`src/design/qfs_pkg.sv`:
```
// Package for the quoted field splitter: character codes, result kinds,
// error codes, parser state and result types.
// No dependencies.
package qfs_pkg;

	localparam logic [7:0] CH_QUOTE  = 8'h22;
	localparam logic [7:0] CH_BSLASH = 8'h5C;
	localparam logic [7:0] CH_N      = 8'h6E;
	localparam logic [7:0] CH_T      = 8'h74;
	localparam logic [7:0] CH_BLANK  = 8'h20;
	localparam logic [7:0] CH_TAB    = 8'h09;
	localparam logic [7:0] CH_NL     = 8'h0A;

	localparam logic [7:0] SEP_RESET = 8'd44;

	// result queue depth, power of two
	localparam int FIFO_DEPTH = 4;

	typedef enum logic [1:0] {
		KIND_BYTE = 2'd0,
		KIND_CELL = 2'd1,
		KIND_LINE = 2'd2,
		KIND_ERR  = 2'd3
	} kind_t;

	typedef enum logic [1:0] {
		ERR_NONE             = 2'd0,
		ERR_TEXT_AFTER_STR   = 2'd1,
		ERR_QUOTE_AFTER_TEXT = 2'd2,
		ERR_UNTERMINATED     = 2'd3
	} err_t;

	typedef enum logic [1:0] {
		CC_NONE   = 2'd0,
		CC_STRING = 2'd1,
		CC_PLAIN  = 2'd2
	} content_t;

	typedef struct packed {
		logic       inq;
		content_t   cck;
		logic       pq;
		logic       pb;
		logic       lhb;
		logic       drop;
	} st_t;

	typedef struct packed {
		logic [7:0] out_byte;
		kind_t      kind;
		err_t       error_code;
		logic       last_of_run;
	} res_t;

	// results from one byte toward the result queue
	typedef struct packed {
		logic [1:0] n;
		res_t       r0;
		res_t       r1;
	} push_t;

endpackage

```
`src/design/qfs_if.sv`:
```
// Handshake channels of the quoted field splitter: raw text in, results out.
// Depends on qfs_pkg.
interface qfs_text_if;
	logic       valid;
	logic       ready;
	logic [7:0] char_in;

	modport source(output valid, output char_in, input ready);
	modport sink(input valid, input char_in, output ready);
endinterface

interface qfs_result_if;
	import qfs_pkg::*;

	logic       valid;
	logic       ready;
	logic [7:0] out_byte;
	kind_t      kind;
	err_t       error_code;
	logic       last_of_run;

	modport source(output valid, output out_byte, output kind, output error_code,
		output last_of_run, input ready);
	modport sink(input valid, input out_byte, input kind, input error_code,
		input last_of_run, output ready);
endinterface

```
`src/design/qfs_parse.sv`:
```
// Input register, separator register, parser state and the per-byte
// decode that yields up to two results. Depends on qfs_pkg, qfs_if.
module qfs_parse (
	input  logic              clk,
	input  logic              arst_n,
	input  logic              sep_we,
	input  logic [7:0]        sep_wdata,
	qfs_text_if.sink          text,
	input  logic              room,
	output qfs_pkg::push_t    push
);
	import qfs_pkg::*;

	typedef struct packed {
		logic hit;
		res_t r;
		st_t  st;
	} step_t;

	logic       valid_s1;
	logic [7:0] char_s1;
	logic [7:0] sep_q;
	st_t        st_q;
	st_t        nx;
	res_t       r0, r1;
	logic [1:0] n;
	logic       fire;

	function automatic res_t byte_res(logic [7:0] c);
		res_t r;
		r = '0;
		r.out_byte = c;
		r.kind = KIND_BYTE;
		return r;
	endfunction

	function automatic res_t mark_res(kind_t k);
		res_t r;
		r = '0;
		r.kind = k;
		return r;
	endfunction

	function automatic res_t err_res(err_t e);
		res_t r;
		r = '0;
		r.kind = KIND_ERR;
		r.error_code = e;
		return r;
	endfunction

	function automatic step_t raise(step_t o, err_t e);
		step_t t;
		t = o;
		t.hit = 1'b1;
		t.r = err_res(e);
		t.st.inq = 1'b0;
		t.st.cck = CC_NONE;
		t.st.pq = 1'b0;
		t.st.pb = 1'b0;
		t.st.drop = 1'b1;
		return t;
	endfunction

	function automatic step_t do_outside(logic [7:0] c, logic [7:0] sep, st_t s);
		step_t o;
		o.hit = 1'b0;
		o.r = '0;
		o.st = s;
		// separator is tested first, even if it is a blank or a quote
		if (c == sep) begin
			o.hit = 1'b1;
			o.r = mark_res(KIND_CELL);
			o.st.cck = CC_NONE;
		end else if (c == CH_BLANK || c == CH_TAB) begin
			o.hit = 1'b0;
		end else if (s.cck == CC_STRING) begin
			o = raise(o, ERR_TEXT_AFTER_STR);
		end else if (c == CH_QUOTE) begin
			if (s.cck == CC_PLAIN) begin
				o = raise(o, ERR_QUOTE_AFTER_TEXT);
			end else begin
				o.st.inq = 1'b1;
				o.st.cck = CC_STRING;
			end
		end else begin
			o.hit = 1'b1;
			o.r = byte_res(c);
			o.st.cck = CC_PLAIN;
		end
		return o;
	endfunction

	function automatic step_t do_inside(logic [7:0] c, st_t s);
		step_t o;
		o.hit = 1'b0;
		o.r = '0;
		o.st = s;
		if (c == CH_QUOTE) begin
			o.st.pq = 1'b1;
		end else if (c == CH_BSLASH) begin
			o.st.pb = 1'b1;
		end else begin
			o.hit = 1'b1;
			o.r = byte_res(c);
		end
		return o;
	endfunction

	assign fire = valid_s1 && room;
	assign text.ready = !valid_s1 || fire;

	always_ff @(posedge clk or negedge arst_n) begin
		if (!arst_n) begin
			valid_s1 <= 1'b0;
			sep_q <= SEP_RESET;
			st_q <= '0;
		end else begin
			if (sep_we) begin
				sep_q <= sep_wdata;
			end
			if (text.ready) begin
				valid_s1 <= text.valid;
			end
			if (fire) begin
				st_q <= nx;
			end
		end
	end

	always_ff @(posedge clk) begin
		if (text.valid && text.ready) begin
			char_s1 <= text.char_in;
		end
	end

	always_comb begin
		step_t o;
		st_t   s;
		o = '0;
		s = st_q;
		nx = st_q;
		r0 = '0;
		r1 = '0;
		n = 2'd0;
		if (char_s1 == CH_NL) begin
			if (st_q.drop) begin
				n = 2'd0;
			end else if (st_q.pb) begin
				r0 = byte_res(CH_BSLASH);
				r1 = err_res(ERR_UNTERMINATED);
				n = 2'd2;
			end else if (st_q.pq) begin
				// pending quote closes the string
				r0 = mark_res(KIND_LINE);
				n = 2'd1;
			end else if (st_q.inq) begin
				r0 = err_res(ERR_UNTERMINATED);
				n = 2'd1;
			end else if (st_q.lhb) begin
				r0 = mark_res(KIND_LINE);
				n = 2'd1;
			end
			nx = '0;
		end else begin
			s.lhb = 1'b1;
			nx = s;
			if (s.drop) begin
				n = 2'd0;
			end else if (s.pq) begin
				s.pq = 1'b0;
				if (char_s1 == CH_QUOTE) begin
					nx = s;
					r0 = byte_res(CH_QUOTE);
					n = 2'd1;
				end else begin
					s.inq = 1'b0;
					o = do_outside(char_s1, sep_q, s);
					nx = o.st;
					r0 = o.r;
					n = {1'b0, o.hit};
				end
			end else if (s.pb) begin
				s.pb = 1'b0;
				nx = s;
				if (char_s1 == CH_N) begin
					r0 = byte_res(CH_NL);
					n = 2'd1;
				end else if (char_s1 == CH_T) begin
					r0 = byte_res(CH_TAB);
					n = 2'd1;
				end else begin
					// literal backslash, then the byte as a string byte
					o = do_inside(char_s1, s);
					nx = o.st;
					r0 = byte_res(CH_BSLASH);
					r1 = o.r;
					n = o.hit ? 2'd2 : 2'd1;
				end
			end else if (s.inq) begin
				o = do_inside(char_s1, s);
				nx = o.st;
				r0 = o.r;
				n = {1'b0, o.hit};
			end else begin
				o = do_outside(char_s1, sep_q, s);
				nx = o.st;
				r0 = o.r;
				n = {1'b0, o.hit};
			end
		end
		if (n == 2'd1) begin
			r0.last_of_run = 1'b1;
		end
		if (n == 2'd2) begin
			r1.last_of_run = 1'b1;
		end
	end

	assign push.n  = fire ? n : 2'd0;
	assign push.r0 = r0;
	assign push.r1 = r1;

	a_pair_order: assert property (@(posedge clk) disable iff (!arst_n)
		push.n == 2'd2 |-> push.r0.kind == KIND_BYTE && !push.r0.last_of_run
			&& push.r1.last_of_run)
		else $error("two-result transfer with bad ordering");

	a_line_clears: assert property (@(posedge clk) disable iff (!arst_n)
		fire && char_s1 == CH_NL |=> !st_q.inq && !st_q.drop && !st_q.lhb
			&& !st_q.pq && !st_q.pb)
		else $error("line end left parser state set");

	a_err_drops: assert property (@(posedge clk) disable iff (!arst_n)
		fire && char_s1 != CH_NL && n != 2'd0
			&& ((n == 2'd1 && r0.kind == KIND_ERR) || (n == 2'd2 && r1.kind == KIND_ERR))
		|=> st_q.drop)
		else $error("error did not start dropping");

	a_drop_silent: assert property (@(posedge clk) disable iff (!arst_n)
		fire && st_q.drop |-> n == 2'd0)
		else $error("result while dropping after error");

endmodule

```
`src/design/qfs_res_fifo.sv`:
```
// Small result queue: takes up to two results per cycle from the parser,
// hands one per cycle to a ready output. Depends on qfs_pkg, qfs_if.
module qfs_res_fifo (
	input  logic              clk,
	input  logic              arst_n,
	input  qfs_pkg::push_t    push,
	output logic              room,
	qfs_result_if.source      result
);
	import qfs_pkg::*;

	localparam int PTR_W = $clog2(FIFO_DEPTH);
	localparam int CNT_W = $clog2(FIFO_DEPTH + 1);

	res_t             mem_q [FIFO_DEPTH];
	logic [PTR_W-1:0] wr_q, rd_q;
	logic [CNT_W-1:0] count_q;
	logic             pop;
	logic [PTR_W-1:0] wr_next;

	assign pop = result.valid && result.ready;
	assign room = count_q <= CNT_W'(FIFO_DEPTH - 2);
	assign wr_next = wr_q + PTR_W'(1);

	always_ff @(posedge clk or negedge arst_n) begin
		if (!arst_n) begin
			wr_q <= '0;
			rd_q <= '0;
			count_q <= '0;
		end else begin
			wr_q <= wr_q + PTR_W'(push.n);
			if (pop) begin
				rd_q <= rd_q + PTR_W'(1);
			end
			count_q <= count_q + CNT_W'(push.n) - CNT_W'(pop);
		end
	end

	always_ff @(posedge clk) begin
		if (push.n != 2'd0) begin
			mem_q[wr_q] <= push.r0;
		end
		if (push.n == 2'd2) begin
			mem_q[wr_next] <= push.r1;
		end
	end

	assign result.valid       = count_q != '0;
	assign result.out_byte    = mem_q[rd_q].out_byte;
	assign result.kind        = mem_q[rd_q].kind;
	assign result.error_code  = mem_q[rd_q].error_code;
	assign result.last_of_run = mem_q[rd_q].last_of_run;

	a_no_overflow: assert property (@(posedge clk) disable iff (!arst_n)
		count_q <= CNT_W'(FIFO_DEPTH))
		else $error("result queue overflow");

	a_push_room: assert property (@(posedge clk) disable iff (!arst_n)
		push.n != 2'd0 |-> room)
		else $error("push without room");

	a_pop_count: assert property (@(posedge clk) disable iff (!arst_n)
		pop && push.n == 2'd0 |=> count_q == $past(count_q) - CNT_W'(1))
		else $error("count did not drop on transfer");

endmodule

```
`src/design/quoted_field_splitter.sv`:
```
// Top level of the quoted field splitter: parser plus result queue.
// Depends on qfs_pkg, qfs_if, qfs_parse, qfs_res_fifo.
//
// Splits a text stream into cells, one raw byte per transfer. A byte is
// taken every cycle while the queue has room; it sits in the input
// register, where the parser decodes it against the line state and pushes
// zero, one or two results into a four-entry result queue. The output
// side drains one result per cycle while the output is ready, so sustained
// input rate is one byte per cycle as long as bytes give at most one
// result on average; each two-result byte (a string backslash, then a byte
// other than n, t, quote or backslash) adds a result, and input stalls
// once the queue holds more than two results. The separator (reset ',') is
// written via sep_we/sep_wdata while the block is idle (user-enforced).
module quoted_field_splitter (
	input  logic         clk,
	input  logic         arst_n,
	input  logic         sep_we,
	input  logic [7:0]   sep_wdata,
	qfs_text_if.sink     text,
	qfs_result_if.source result
);
	import qfs_pkg::*;

	push_t push;
	logic  room;

	qfs_parse u_parse (
		.clk       (clk),
		.arst_n    (arst_n),
		.sep_we    (sep_we),
		.sep_wdata (sep_wdata),
		.text      (text),
		.room      (room),
		.push      (push)
	);

	qfs_res_fifo u_fifo (
		.clk    (clk),
		.arst_n (arst_n),
		.push   (push),
		.room   (room),
		.result (result)
	);

endmodule
```
`src/flat_wrapper.sv`:
```
// flat-port wrapper written by rule: the top's interface ports become plain ports
module quoted_field_splitter_flat import qfs_pkg::*;
  (clk, arst_n, sep_we, sep_wdata, text_valid, text_char_in, text_ready, result_valid, result_out_byte, result_kind, result_error_code, result_last_of_run, result_ready);
  qfs_text_if text_i ();
  qfs_result_if result_i ();
  input  logic clk;
  input  logic arst_n;
  input  logic sep_we;
  input  logic [7:0] sep_wdata;
  input wire logic [$bits(text_i.valid)-1:0] text_valid;
  input wire logic [$bits(text_i.char_in)-1:0] text_char_in;
  output wire logic [$bits(text_i.ready)-1:0] text_ready;
  output wire logic [$bits(result_i.valid)-1:0] result_valid;
  output wire logic [$bits(result_i.out_byte)-1:0] result_out_byte;
  output wire logic [$bits(result_i.kind)-1:0] result_kind;
  output wire logic [$bits(result_i.error_code)-1:0] result_error_code;
  output wire logic [$bits(result_i.last_of_run)-1:0] result_last_of_run;
  input wire logic [$bits(result_i.ready)-1:0] result_ready;
  assign text_i.valid = text_valid;
  assign text_i.char_in = text_char_in;
  assign text_ready = text_i.ready;
  assign result_valid = result_i.valid;
  assign result_out_byte = result_i.out_byte;
  assign result_kind = result_i.kind;
  assign result_error_code = result_i.error_code;
  assign result_last_of_run = result_i.last_of_run;
  assign result_i.ready = result_ready;
  quoted_field_splitter u_core (.clk(clk), .arst_n(arst_n), .sep_we(sep_we), .sep_wdata(sep_wdata), .text(text_i), .result(result_i));
endmodule
```
`config.mk`:
```
export PLATFORM = sky130hd
export DESIGN_NAME = quoted_field_splitter_flat
export DESIGN_NICKNAME = d
export VERILOG_FILES = /design/src/design/qfs_pkg.sv /design/src/design/qfs_if.sv /design/src/design/qfs_parse.sv /design/src/design/qfs_res_fifo.sv /design/src/design/quoted_field_splitter.sv /design/src/flat_wrapper.sv
export SDC_FILE = /design/constraint.sdc
export NUM_CORES = 1
export LEC_CHECK = 0
export ABC_AREA = 1
export BUFFER_PORTS_ARGS = -buffer_cell sky130_fd_sc_hd__buf_2
export CAP_MARGIN = 30
export CORE_ASPECT_RATIO = 0.8
export CORE_MARGIN = 2
export CORE_UTILIZATION = 60
export CTS_BUF_LIST = sky130_fd_sc_hd__clkbuf_16
export DETAILED_ROUTE_END_ITERATION = 12
export PLACE_DENSITY = 0.8
export SLEW_MARGIN = 20
export SYNTH_ARGS = -nofsm -noshare
export SYNTH_HDL_FRONTEND = slang
export SYNTH_SLANG_ARGS = --single-unit
```
`constraint.sdc`:
```
create_clock -name clk -period 3.1 [get_ports clk]
set_input_delay 0.155 -clock clk [delete_from_list [all_inputs] [get_ports clk]]
set_output_delay 0.155 -clock clk [all_outputs]
set_load 0.02 [all_outputs]
```
==> results.yml <==
timing:
  min_period_ns: 2.82
  maxSlewViolCount: 0
  rsz0062_at_grt: "no"
  finalSetupTns_ns: 0
  hold_viol: 0
  worstMarginPinSlew_ns: 0.760
  period_share_pct: 91.1
  finClkSkew_ns: 0.00876
  max_freq_mhz: 354
  setup_violations: 0
  slew_headroom_pct: 49.3
cts:
  cts_buffer_depth: 2
  clock_latency_ns: 0.34
  postCtsHoldBufs: 9
  root_buffer: "clkbuf_16"
  cts_buffers: 9
  cts_num_sinks: 83
  cts_tree: "done"
  postCtsResizedCells: 0
  cts.reportedPaths.clkPinSlew_ns: 0.06
  postCtsSetupRepairBufs: 0
  htreeDepth: 3
power:
  p_per_area_nw_per_um2: 796
  internal_power_w: 0.00253
  power_frac_seq_pct: 36.4
  p_switching_w: 0.00171
  ir_drop_mv: 0.460
  p_sw_share_pct: 40.3
  finalPower_w: 0.00424
  combPwrFrac_pct: 38.4
  clkPwrFrac_pct: 25.2
  p_leak_nw: 2.36
synth:
  ys_seq_elements: 83
  yosysTopAreaCell: "edfxtp_1"
  synth.distinct_cells: 43
  yosysMostFrequentCell: "nand2_1"
  ys.flop_type: "edfxtp_1"
  synth_top_area_share_pct: 39.0
  syn_inst: 529
  synth_seq_area_share_pct: 51.5
  postSynthAreaPerCell_um2: 8.73
  synth_edf_count: 60
  syn_area_um2: 4620
  synth_area_leaders: "edfxtp_1, dfrtp_1, nand2_1"
  synth_commonest_cells: "nand2_1, nor2_1, edfxtp_1"
  synth_nets: 555
  ys_warn_count: 0
  async_flop_share_pct: 27.7
setup_path:
  cp_data_required_time_ns: 3.36
  critPathKind: "register to register"
  critPathCaptureType: "register"
  startpoint_type: "register"
  critical_path.max_fanout: 6
  cp_data_arrival_time_ns: 3.08
routing:
  first_iter_violations: 278
  drc_errors: 0
  via_per_inst: 5.72
  first_pass_iters: 6
  ant_nets: 0
  post_drt_wl_per_cell_um: 16.6
  drt_wl_total_mm: 11.5
  via_count: 3946
place:
  placedCellCount: 664
  placed_area_um2: 4930
  gp_congestion: 0.956
  dp_hpwl_mm: 8.18
  portBuffers: 35
cells_and_area:
  design_area_um2: 5330
  fillers: 587
  diodes: 0
  instances_no_fill: 690
  multi_input_area_um2: 1960
  seq_area_um2: 2380
  syn_to_final_growth_pct: 15.3
  post_route_cells_drive_above_1_share_pct: 18.3
  layout.nets: 606
min_path:
  hp-class: "input pin to register"
grt:
  grt_pass1_vias: 3566
  grt_max_degree: 29
  grt_pass1_wl_mm: 17.8
  overflow: 0
  antenna_found_initial: 0
  grtUsageTotal_pct: 28.3
floorplan:
  dieArea_um2: 8420
  start_util_pct: 62.2
  pin_count: 36
  die_width_um: 102
  floorplan.die.height_um: 82.5
  row_count: 28
  core-area_um2: 7430
job:
  maxCapViolations: 0
run_status:
  status: "completed"
critical path, stage by stage, from the launching register on:
cell	delay (ns)
edfxtp_1	0.50
nor2_1	0.23
nand2_2	0.12
nor3_4	0.30
nand4_1	0.30
nand2_1	0.20
nand2_1	0.09
inv_1	0.11
ha_1	0.15
inv_1	0.04
fa_1	0.37
xnor2_1	0.20
xor2_1	0.15
state kept, by name (all words and copies together), names as in the netlist:
name	count
u_core.u_fifo.mem_q	52
u_core.u_parse.char_s1	8
u_core.u_parse.sep_q	8
u_core.u_parse.st_q	7
u_core.u_fifo.count_q	3
u_core.u_fifo.rd_q	2
u_core.u_fifo.wr_q	2
u_core.u_parse.valid_s1	1
kinds of logic after synthesis:
logic type               count (synthesis)  synth area share (%)
AO/OA/AOI/OAI                          104                  12.4
XOR/XNOR                                 9                  1.71
adder cells (fa/ha/maj)                  5                  1.52
buffers and inverters                   67                  6.01
flip-flops                              83                  51.5
multiplexers                             3                 0.731
AND/OR/NAND/NOR                        258                  26.1
worst paths after layout:
check | from | endpoint | slack [ns] | cells past startpoint
worst max-delay path | u_core.u_parse.char_s1[4] | u_core.u_fifo.count_q[2] | 0.28 | 12
worst min-delay path | text_valid | u_core.u_parse.valid_s1 | 0.01 | 3
worst max register to register | u_core.u_parse.char_s1[4] | u_core.u_fifo.count_q[2] | 0.28 | 12
worst min register to register | u_core.u_fifo.count_q[2] | u_core.u_fifo.count_q[2] | 0.50 | 1
max in group asynchronous | arst_n | u_core.u_parse.sep_q[5] | 2.40 | 2
min in group asynchronous | arst_n | u_core.u_parse.valid_s1 | 0.33 | 2
power groups by stage:
stage                     Combinational (W)  Clock, W  Sequential (W)
after floorplan                     0.00117         0         0.00150
after global placement              0.00156         0         0.00155
after detailed placement            0.00160         0         0.00156
after CTS                           0.00162   0.00107         0.00154
after global routing                0.00181   0.00111         0.00156
final                               0.00163   0.00107         0.00154
cell usage in the layout (no fill, tap or decap), types with 3 or more instances in the layout:
cell type      Yosys  routed
nand2_1          114     114
nor2_1            78      78
edfxtp_1          60      60
inv_1             43      45
o21ai_0           43      43
buf_2              3      35
nand3_1           26      26
dfrtp_1           20      20
a21oi_1           18      18
o21ai_1           17      17
o22ai_1           13      13
clkbuf_16          0       9
dlygate4sd3_1      0       9
buf_4              1       9
nand2_2            8       8
nand3_2            7       7
nor2_2             6       6
inv_2              6       6
xor2_1             5       5
nor3_2             4       4
xnor2_1            4       4
a31oi_1            4       4
ha_1               4       4
nor3_1             3       3
nand4_1            3       3
nand2_8            3       3
o211ai_1           3       3
mux2_2             3       3
dfstp_2            3       3
through the flow:
stage                     hold WS (ns)  utilization, %  setup slack [ns]
after floorplan                 -0.141               -             0.632
after detailed placement         0.167            66.4             0.406
after global routing            0.0442            71.7             0.125
after global placement           0.154            66.4             0.483
final                           0.0124            71.7             0.276
after CTS                       0.0144            71.6             0.338
routing by layer:
layer | track usage [%] | routed length [um] | vias up
li1 | - | - | 1898
met1 | 37.3 | 4800 | 1823
met2 | 47.6 | 5450 | 207
met3 | 6.40 | 1060 | 18
met4 | 8.27 | 170 | 0
met5 | 0 | 0 | -
layout make-up:
type	count	area share, %
Inverter	52	3.71
Tap cell	105	2.47
Timing Repair Buffer	55	6.76
Clock buffer	9	4.23
Clock inverter	7	1.32
Sequential cell	83	44.7
Multi-Input combinational cell	379	36.8
Note: power is estimated with default switching activity, not from simulation.
